[src/rtl/ucb1_pkg.sv]
// ----------------------------------------------------------------------------
// UCB1 selector package
// Shared types, constants and controller commands.
// ----------------------------------------------------------------------------
package ucb1_pkg;

    localparam int unsigned ARMS       = 16;
    localparam int unsigned ARM_BITS   = $clog2(ARMS);
    localparam int unsigned ROUND_BITS = 32;
    localparam logic [31:0] LN2_Q32    = 32'd2977044472;
    localparam logic [4:0]  ARMS_RESET = 5'd16;

    typedef enum logic [3:0] {
        S_IDLE,
        S_UPD_RD,
        S_UPD_DIV,
        S_UPD_WR,
        S_LOG,
        S_LN,
        S_SCAN_RD,
        S_SCAN_DIV,
        S_SCAN_SQRT,
        S_SCAN_CMP,
        S_OUT
    } t_state;

    // phases of the log2 unit
    typedef enum logic [1:0] {
        LOG_IDLE,
        LOG_LZ,
        LOG_SQ
    } t_log_phase;

    typedef struct packed {
        logic start_upd;
        logic upd_wr;
        logic log_start;
        logic ln_calc;
        logic scan_init;
        logic scan_rd;
        logic div_start;
        logic sqrt_start;
        logic scan_cmp;
        logic scan_next;
        logic pick_next;
    } t_cmd;

    typedef struct packed {
        logic div_done;
        logic sqrt_done;
        logic log_done;
        logic explore;
        logic count_zero;
        logic scan_last;
    } t_status;

endpackage

[src/rtl/ucb1_ctrl.sv]
// ----------------------------------------------------------------------------
// UCB1 controller
// Sequences the update, log, and per-arm scoring of one transaction.
// ----------------------------------------------------------------------------
module ucb1_ctrl (
    input  logic              i_clk,
    input  logic              i_rst_n,
    input  logic              i_valid,
    input  logic              i_out_stall,
    input  ucb1_pkg::t_status i_status,
    output ucb1_pkg::t_cmd    o_cmd,
    output logic              o_stall,
    output logic              o_valid
);

    ucb1_pkg::t_state r_state, n_state;

    always_ff @(posedge i_clk) begin
        if (!i_rst_n) begin
            r_state <= ucb1_pkg::S_IDLE;
        end else begin
            r_state <= n_state;
        end
    end

    always_comb begin
        n_state = r_state;
        o_cmd   = '0;
        o_stall = 1'b1;
        o_valid = 1'b0;
        case (r_state)
            ucb1_pkg::S_IDLE: begin
                o_stall = 1'b0;
                if (i_valid) begin
                    o_cmd.start_upd = 1'b1;
                    n_state = ucb1_pkg::S_UPD_RD;
                end
            end
            ucb1_pkg::S_UPD_RD: begin
                o_cmd.div_start = 1'b1;
                n_state = ucb1_pkg::S_UPD_DIV;
            end
            ucb1_pkg::S_UPD_DIV: begin
                if (i_status.div_done) begin
                    n_state = ucb1_pkg::S_UPD_WR;
                end
            end
            ucb1_pkg::S_UPD_WR: begin
                o_cmd.upd_wr = 1'b1;
                if (i_status.explore) begin
                    n_state = ucb1_pkg::S_OUT;
                end else begin
                    o_cmd.log_start = 1'b1;
                    n_state = ucb1_pkg::S_LOG;
                end
            end
            ucb1_pkg::S_LOG: begin
                if (i_status.log_done) begin
                    n_state = ucb1_pkg::S_LN;
                end
            end
            ucb1_pkg::S_LN: begin
                o_cmd.ln_calc   = 1'b1;
                o_cmd.scan_init = 1'b1;
                n_state = ucb1_pkg::S_SCAN_RD;
            end
            ucb1_pkg::S_SCAN_RD: begin
                o_cmd.scan_rd = 1'b1;
                n_state = ucb1_pkg::S_SCAN_DIV;
            end
            ucb1_pkg::S_SCAN_DIV: begin
                if (i_status.count_zero) begin
                    o_cmd.pick_next = 1'b1;
                    n_state = ucb1_pkg::S_OUT;
                end else begin
                    o_cmd.div_start = 1'b1;
                    n_state = ucb1_pkg::S_SCAN_SQRT;
                end
            end
            ucb1_pkg::S_SCAN_SQRT: begin
                if (i_status.div_done) begin
                    o_cmd.sqrt_start = 1'b1;
                    n_state = ucb1_pkg::S_SCAN_CMP;
                end
            end
            ucb1_pkg::S_SCAN_CMP: begin
                if (i_status.sqrt_done) begin
                    o_cmd.scan_cmp = 1'b1;
                    if (i_status.scan_last) begin
                        n_state = ucb1_pkg::S_OUT;
                    end else begin
                        o_cmd.scan_next = 1'b1;
                        n_state = ucb1_pkg::S_SCAN_RD;
                    end
                end
            end
            ucb1_pkg::S_OUT: begin
                o_valid = 1'b1;
                if (!i_out_stall) begin
                    n_state = ucb1_pkg::S_IDLE;
                end
            end
            default: n_state = ucb1_pkg::S_IDLE;
        endcase
    end

endmodule

[config.mk]
export PLATFORM = sky130hd
export DESIGN_NAME = ucb1_ctrl
export DESIGN_NICKNAME = d
export VERILOG_FILES = /design/src/rtl/ucb1_pkg.sv /design/src/rtl/ucb1_ctrl.sv
export SDC_FILE = /design/constraint.sdc
export NUM_CORES = 1
export LEC_CHECK = 0
export BUFFER_PORTS_ARGS = -buffer_cell sky130_fd_sc_hd__buf_2
export CAP_MARGIN = 15
export CELL_PAD_IN_SITES_DETAIL_PLACEMENT = 0
export CELL_PAD_IN_SITES_GLOBAL_PLACEMENT = 2
export CORE_UTILIZATION = 21
export CTS_BUF_LIST = sky130_fd_sc_hd__clkbuf_16
export DETAILED_ROUTE_END_ITERATION = 10
export GPL_TIMING_DRIVEN = 0
export PLACE_DENSITY = 0.78
export SLEW_MARGIN = 15
export SYNTH_ARGS = -nofsm -noshare
export SYNTH_HDL_FRONTEND = slang
export SYNTH_SLANG_ARGS = --single-unit
[constraint.sdc]
create_clock -name i_clk -period 1.35 [get_ports i_clk]
set_input_delay 0.3375 -clock i_clk [delete_from_list [all_inputs] [get_ports i_clk]]
set_output_delay 0.3375 -clock i_clk [all_outputs]
set_load 0.02 [all_outputs]
==> key figures, run 1 <==
Placed design
  • Port Buf Inserts: 22
  • Place WS: -0.369 ns
  • GP Congestion: 0.718
  • HPWL Detailed: 1110 um

Floorplan
  • Die Ht: 51.2 um
  • Die ar.: 2630 um^2
  • Die width: 51.2 um
  • Num ports: 23
  • Initial Utilization: 0.226
  • Cell row count: 17
  • Core area: 2250 um^2

Outcome
  • Status: finished, violations left
  • Violated checks: negative setup slack

Critical path
  • Crit Reg-Reg Startpoint: r_state[2]$_SDFFE_PN0P_
  • Worst reg2reg path endpoint: r_state[3]$_SDFFE_PN0P_
  • Setup crit end kind: output port
  • WS Path Type: flip-flop to output port
  • CP Launch Type: flip-flop
  • Crit-path leading delay family: simple AND/OR/NAND/NOR gates
  • Max incr delay on CP: 0.38 ns
  • CP Data Arrival Time: 1.49 ns
  • Max FO, Critical Path: 3
  • FF-to-FF setup slack: -0.22 ns
  • Buf/Inv on CP: 3
  • Crit-path cells: buf_8 > inv_8 > or3_4 > a211oi_4 > buf_6
  • Slowest library cell on the worst path: or3_4
  • WP depth: 5
  • Worst reg2reg path depth: 6
  • Critical path required time: 1.01 ns

Power and ir drop
  • Leakage Power: 0.488 nW
  • Total power: 2.71 mW
  • Peak supply drop: 1390 uV
  • Pwr dens: 2260 nW/um^2

Routing
  • ANT nets after route: 0
  • WL final: 1900 um
  • DR iter-0 viols: 14
  • Drc violations: 0
  • Vias: 676
  • Wire length per cell: 13.6 um
  • DR vias/cell: 4.83
  • Drt first pass iters: 4

Timing
  • Skew final: 0.000340 ns
  • Final worst-path setup slack: -0.473 ns
  • Tcrit/Tclk final: 1.35
  • Hold Slack: 0.426 ns
  • Worst slew margin: 0.805
  • Fin. max-slew vios: 0
  • Number of setup violations in the final report: 17
  • RSZ-0062 raised after global routing: yes
  • Slew at the pin closest to its max-slew limit: 0.292 ns
  • Final hold vios: 0
  • Final worst path period need: 1.82 ns
  • Highest clock rate: 549 MHz

Final layout
  • Area Growth Syn to Fin: 136%
  • Final Core Density: 0.532
  • Fraction of layout cells with a size suffix above 1: 0.777
  • Antenna diodes: 0
  • Filler instances: 211
  • Max reg flops: 4
  • Biggest regs: r_state (4)
  • Nets: 124
  • Top reg by flops: r_state

Logic synthesis
  • Sequential-to-total area share from yosys stat: 0.157
  • Yosys top cell by area: dfxtp_1
  • Syn_nets: 75
  • Mapped Area: 509 um^2
  • Synthesis-stage register bit count: 4
  • Post-synth top area share: 0.157
  • Cell variety after synth: 32
  • Leading post-synthesis cells by cell area: dfxtp_1, mux2i_1, buf_6, nand2_1, nor2_1
  • Async SR Flop Fraction: 0
  • Gate Count Post-Synth: 65
  • Synth warn: 0
  • Syn avg cell area: 7.83 um^2
  • Post-synth EDFFs: 0
  • Ys flop type: dfxtp_1

Job
  • Max_cap viols: 0

CTS
  • Htree depth: 1
  • CTS Root Cell: clkbuf_16
  • Clk sink count: 4
  • CTS Buf Count: 3
  • Hold Buf Count CTS: 0
  • Clock-pin slew on the worst setup and hold paths: 0.03 ns
  • Max clock buf depth: 2
  • CTS tree: built
  • Worst-Skew Late Latency: 0.22 ns

Worst hold path
  • Hold endpoint: r_state[0]$_SDFFE_PN0P_
  • Hold path depth: 3
  • Worst Hold Launch: i_rst_n
  • Min-delay worst type: input port to flip-flop

Global routing
  • Vias in the first global route: 652
  • GRT overflow: 0
  • Largest net degree at the start of global routing: 10
  • First-pass GRT wire length: 2990 um
  • GRT Util Overall: 0.154
  • Initial antenna violation count: 0
-- area by class of cell --
class / instances / area (um^2) / area share
Multi-Input combinational cell: 52 / 528 / 0.440
Timing Repair Buffer: 45 / 388 / 0.323
Sequential cell: 4 / 87.6 / 0.0730
Clock buffer: 3 / 75.1 / 0.0626
Buffer: 5 / 60.1 / 0.0501
Tap cell: 28 / 35.0 / 0.0292
Inverter: 3 / 26.3 / 0.0219
-- worst max path at each step --
stage	to	startpoint
floorplan	o_cmd[1]	r_state[2]$_SDFFE_PN0P_
global placement	o_cmd[4]	r_state[1]$_SDFFE_PN0P_
detailed placement	o_cmd[4]	r_state[2]$_SDFFE_PN0P_
CTS	o_cmd[4]	r_state[1]$_SDFFE_PN0P_
global route	o_cmd[4]	r_state[2]$_SDFFE_PN0P_
finish	o_cmd[4]	r_state[1]$_SDFFE_PN0P_
-- metal layers --
metal / GRT usage / part of all wire / vias to the layer above
met5: 0 / 0 / -
met4: 0.0405 / 0.0089 / 0
met3: 0.0179 / 0.033 / 2
met2: 0.279 / 0.54 / 21
met1: 0.189 / 0.42 / 324
li1: - / - / 329
-- Yosys cell counts (2+ instances only) --
library cell,instances
nand2_1,8
dfxtp_1,4
buf_4,3
nand2b_1,2
a21oi_1,3
nand3_1,3
inv_1,2
mux2i_1,4
and3_1,2
o22ai_1,2
nor3_1,2
buf_6,3
nor2_1,7
or2_1,2
-- per-stage QoR --
stage	instances	setup TNS, ns	cell area [um^2]
final	140	-4.33	1200
after floorplan	65	-0.546	583
after global routing	140	-5.00	1200
after detailed placement	115	-1.38	728
after global placement	115	-1.31	728
after CTS	137	-3.77	1140
-- kinds of logic after synthesis --
kind of cell / synth area share
AOI/OAI and AO/OA: 0.275
buffers and inverters: 0.133
DFF: 0.157
muxes: 0.0786
and+or+nand+nor: 0.356
-- what timing repair did --
action / CTS / global route
buffers inserted: 20 / 7
pin swaps: 8 / 9
endpoints found under the hold margin: 0 / 0
gates resized for setup: 54 / 11
setup endpoints to repair: 17 / 17
-- report_power, final --
| part | total, mW | internal (mW) | switching, mW |
|---|---|---|---|
| registers | 0.233 | 0.181 | 0.0517 |
| logic | 2.02 | 1.05 | 0.969 |
| clock network | 0.459 | 0.378 | 0.0812 |
| total | 2.71 | 1.61 | 1.10 |
-- layout by cell type, fill, tap and decap left out, types with 3 or more instances in the layout --
cell type,instances
buf_2,9
buf_4,20
buf_6,18
clkbuf_16,3
dfxtp_2,3
mux2i_1,4
nand2_1,6
nor2_4,3
-- worst min-delay path: cells and delay by family --
kind	cells	cell delay (ns)
compound gates	1	0.06
simple gates	1	0.07
buf+inv	1	0.13
Note: power is estimated with default switching activity, not from simulation.
==> run 2, diff against run 1 <==
--- a/config.mk
+++ b/config.mk
@@ -9,11 +9,11 @@
 export CAP_MARGIN = 15
 export CELL_PAD_IN_SITES_DETAIL_PLACEMENT = 0
 export CELL_PAD_IN_SITES_GLOBAL_PLACEMENT = 2
-export CORE_UTILIZATION = 21
+export CORE_UTILIZATION = 23
 export CTS_BUF_LIST = sky130_fd_sc_hd__clkbuf_16
 export DETAILED_ROUTE_END_ITERATION = 10
 export GPL_TIMING_DRIVEN = 0
-export PLACE_DENSITY = 0.78
+export PLACE_DENSITY = 0.81
 export SLEW_MARGIN = 15
 export SYNTH_ARGS = -nofsm -noshare
 export SYNTH_HDL_FRONTEND = slang
==> constraint.sdc (replaced) <==
create_clock -name i_clk -period 1.7 [get_ports i_clk]
set_input_delay 0.17 -clock i_clk [delete_from_list [all_inputs] [get_ports i_clk]]
set_output_delay 0.17 -clock i_clk [all_outputs]
set_load 0.02 [all_outputs]
==> key figures, run 2 (same netlist as run 1, synthesis figures left out) <==
Floorplan
  • Cell row count: 16 (-1)
  • Initial Utilization: 0.252 (+0.0260)
  • Num ports: 23 (unchanged)
  • Die Ht: 49.1 um (-4.3%)
  • Die width: 49.1 um (-4.3%)
  • Die ar.: 2410 um^2 (-8.4%)
  • Core area: 2020 um^2 (-10%)

Critical path
  • Crit-path cells: buf_6 > nand3b_1 > nor3b_2 > nor2b_1 > buf_2
  • Crit Reg-Reg Startpoint: r_state[2]$_SDFFE_PN0P_
  • Buf/Inv on CP: 2 (-1)
  • Worst reg2reg path depth: 5 (-1)
  • CP Launch Type: flip-flop
  • Setup crit end kind: output port
  • CP Data Arrival Time: 1.48 ns (about the same)
  • Crit-path leading delay family: simple AND/OR/NAND/NOR gates
  • Critical path required time: 1.53 ns (+0.52 ns)
  • Slowest library cell on the worst path: dfxtp_2
  • Max incr delay on CP: 0.32 ns (-0.06 ns)
  • FF-to-FF setup slack: 0.26 ns (+0.48 ns)
  • WS Path Type: flip-flop to output port
  • Worst reg2reg path endpoint: r_state[1]$_SDFFE_PN0P_
  • Max FO, Critical Path: 5 (+2)

Worst hold path
  • Worst Hold Launch: i_rst_n
  • Hold path depth: 3 (unchanged)
  • Hold endpoint: r_state[2]$_SDFFE_PN0P_
  • Min-delay worst type: input port to flip-flop

Final layout
  • Biggest regs: r_state (4)
  • Register Area: 82.6 um^2 (-5.7%)
  • Top reg by flops: r_state
  • Area of the multi-input gates: 367 um^2 (-31%)
  • Commonest non-fill, non-tap cell in the layout: buf_2
  • Area Growth Syn to Fin: 54.1%
  • Filler instances: 220 (+4.3%)
  • Antenna diodes: 0 (unchanged)
  • Max reg flops: 4 (unchanged)
  • Fraction of layout cells with a size suffix above 1: 0.479 (-0.298)
  • Commonest non-fill, non-tap cells in the layout: buf_2, buf_4, nand2_1, nor2_1
  • Nets: 108 (-13%)

Power and ir drop
  • Pwr dens: 1860 nW/um^2 (-18%)
  • Leakage Power: 0.360 nW (-26%)
  • Total power: 1.46 mW (-46%)
  • Peak supply drop: 821 uV (-41%)

CTS
  • CTS Buf Count: 3 (unchanged)
  • CTS Root Cell: clkbuf_16
  • CTS tree: built
  • Max clock buf depth: 2 (unchanged)
  • Clock-pin slew on the worst setup and hold paths: 0.03 ns (about the same)
  • Worst-Skew Late Latency: 0.22 ns (about the same)
  • Clk sink count: 4 (unchanged)
  • Htree depth: 1 (unchanged)

Job
  • Max_cap viols: 0 (unchanged)

Timing
  • Slew at the pin closest to its max-slew limit: 0.294 ns (+0.00152 ns)
  • Hold Slack: 0.258 ns (-0.168 ns)
  • Number of setup violations in the final report: 0 (-17)
  • Tcrit/Tclk final: 0.968
  • Fin. max-slew vios: 0 (unchanged)
  • Worst slew margin: 0.804 (-0.00101)
  • Skew final: 0.00359 ns (+0.00325 ns)
  • Final worst path period need: 1.65 ns
  • Final worst-path setup slack: 0.0548 ns (+0.527 ns)
  • Highest clock rate: 608 MHz
  • Final hold vios: 0 (unchanged)

Global routing
  • First-pass GRT wire length: 2580 um (-14%)
  • Initial antenna violation count: 0 (unchanged)
  • GRT overflow: 0 (unchanged)
  • Layer with the highest usage: met2
  • GRT Util Overall: 0.142 (-0.0115)
  • Met3 Track Usage GR: 0.0498 (+0.0320)
  • Largest net degree at the start of global routing: 11 (+1)
  • GRT met2 Usage: 0.211 (-0.0679)
  • Met1 Use GR: 0.177 (-0.0118)
  • Vias in the first global route: 564 (-13%)

Routing
  • DR vias/cell: 4.91 (+1.7%)
  • Drt first pass iters: 4 (unchanged)
  • Drc violations: 0 (unchanged)
  • Wire length per cell: 12.9 um (-5.3%)
  • Vias: 604 (-11%)
  • ANT nets after route: 0 (unchanged)
  • WL final: 1580 um (-17%)
  • DR iter-0 viols: 16 (+2)

Placed design
  • HPWL Detailed: 1110 um (+0.49%)
  • Place WS: 0.0974 ns (+0.466 ns)
  • GP Congestion: 0.792 (+10%)
  • Port Buf Inserts: 22 (unchanged)

Outcome
  • Status: completed
-- run 2: worst reg2reg max path, cell delays in order (launching register included) --
cell and delay [ns]:
dfxtp_2 0.32, buf_6 0.12, nand3b_1 0.23, o32a_4 0.38, o221ai_4 0.09, mux2i_1 0.22
-- run 2: metal layers --
| layer | share of wire | wire length [um] |
|---|---|---|
| met1 | 0.43 | 684 |
| met2 | 0.47 | 737 |
| met3 | 0.077 | 122 |
| met4 | 0.024 | 38 |
| met5 | 0 | 0 |
-- run 2: through the flow --
stage / TNS (ns) / cells / area [um^2] / utilization
after CTS: 0 / 118 / 748 / 0.370
after global placement: 0 / 114 / 658 / 0.325
after detailed placement: 0 / 114 / 658 / 0.325
after floorplan: 0 / 65 / 514 / -
after global routing: -0.0180 / 123 / 785 / 0.388
final: 0 / 123 / 785 / 0.388
-- run 2: report_power, final --
group,internal (mW),switching [mW]
clock network,0.300,0.0601
logic,0.413,0.513
registers,0.137,0.0347
total,0.850,0.608
-- run 2: how the worst max path moves through the flow --
stage,to,startpoint,slack (ns),depth (start not counted)
floorplan,o_cmd[7],r_state[3]$_SDFFE_PN0P_,0.11,4
global placement,o_cmd[4],r_state[1]$_SDFFE_PN0P_,0.06,5
detailed placement,o_cmd[4],r_state[1]$_SDFFE_PN0P_,0.1,5
CTS,o_cmd[4],r_state[2]$_SDFFE_PN0P_,0.002,5
global route,o_cmd[1],r_state[2]$_SDFFE_PN0P_,-0.02,5
finish,o_cmd[1],r_state[2]$_SDFFE_PN0P_,0.05,5
-- run 2: layout make-up --
cell class                 count  area share
multi-input combinational     52       0.467
timing repair buffer          28       0.198
sequential                     4       0.105
clock buffer                   3      0.0957
buffer                         6      0.0766
tap                           27      0.0431
inverter                       3      0.0144
-- run 2: repair_timing --
item,4_1_cts,5_1_grt
setup buffers,1,4
hold buffers,0,0
pin swaps,0,1
endpoints found under the setup margin,1,2
gates resized for setup,4,1
gates cloned,0,1
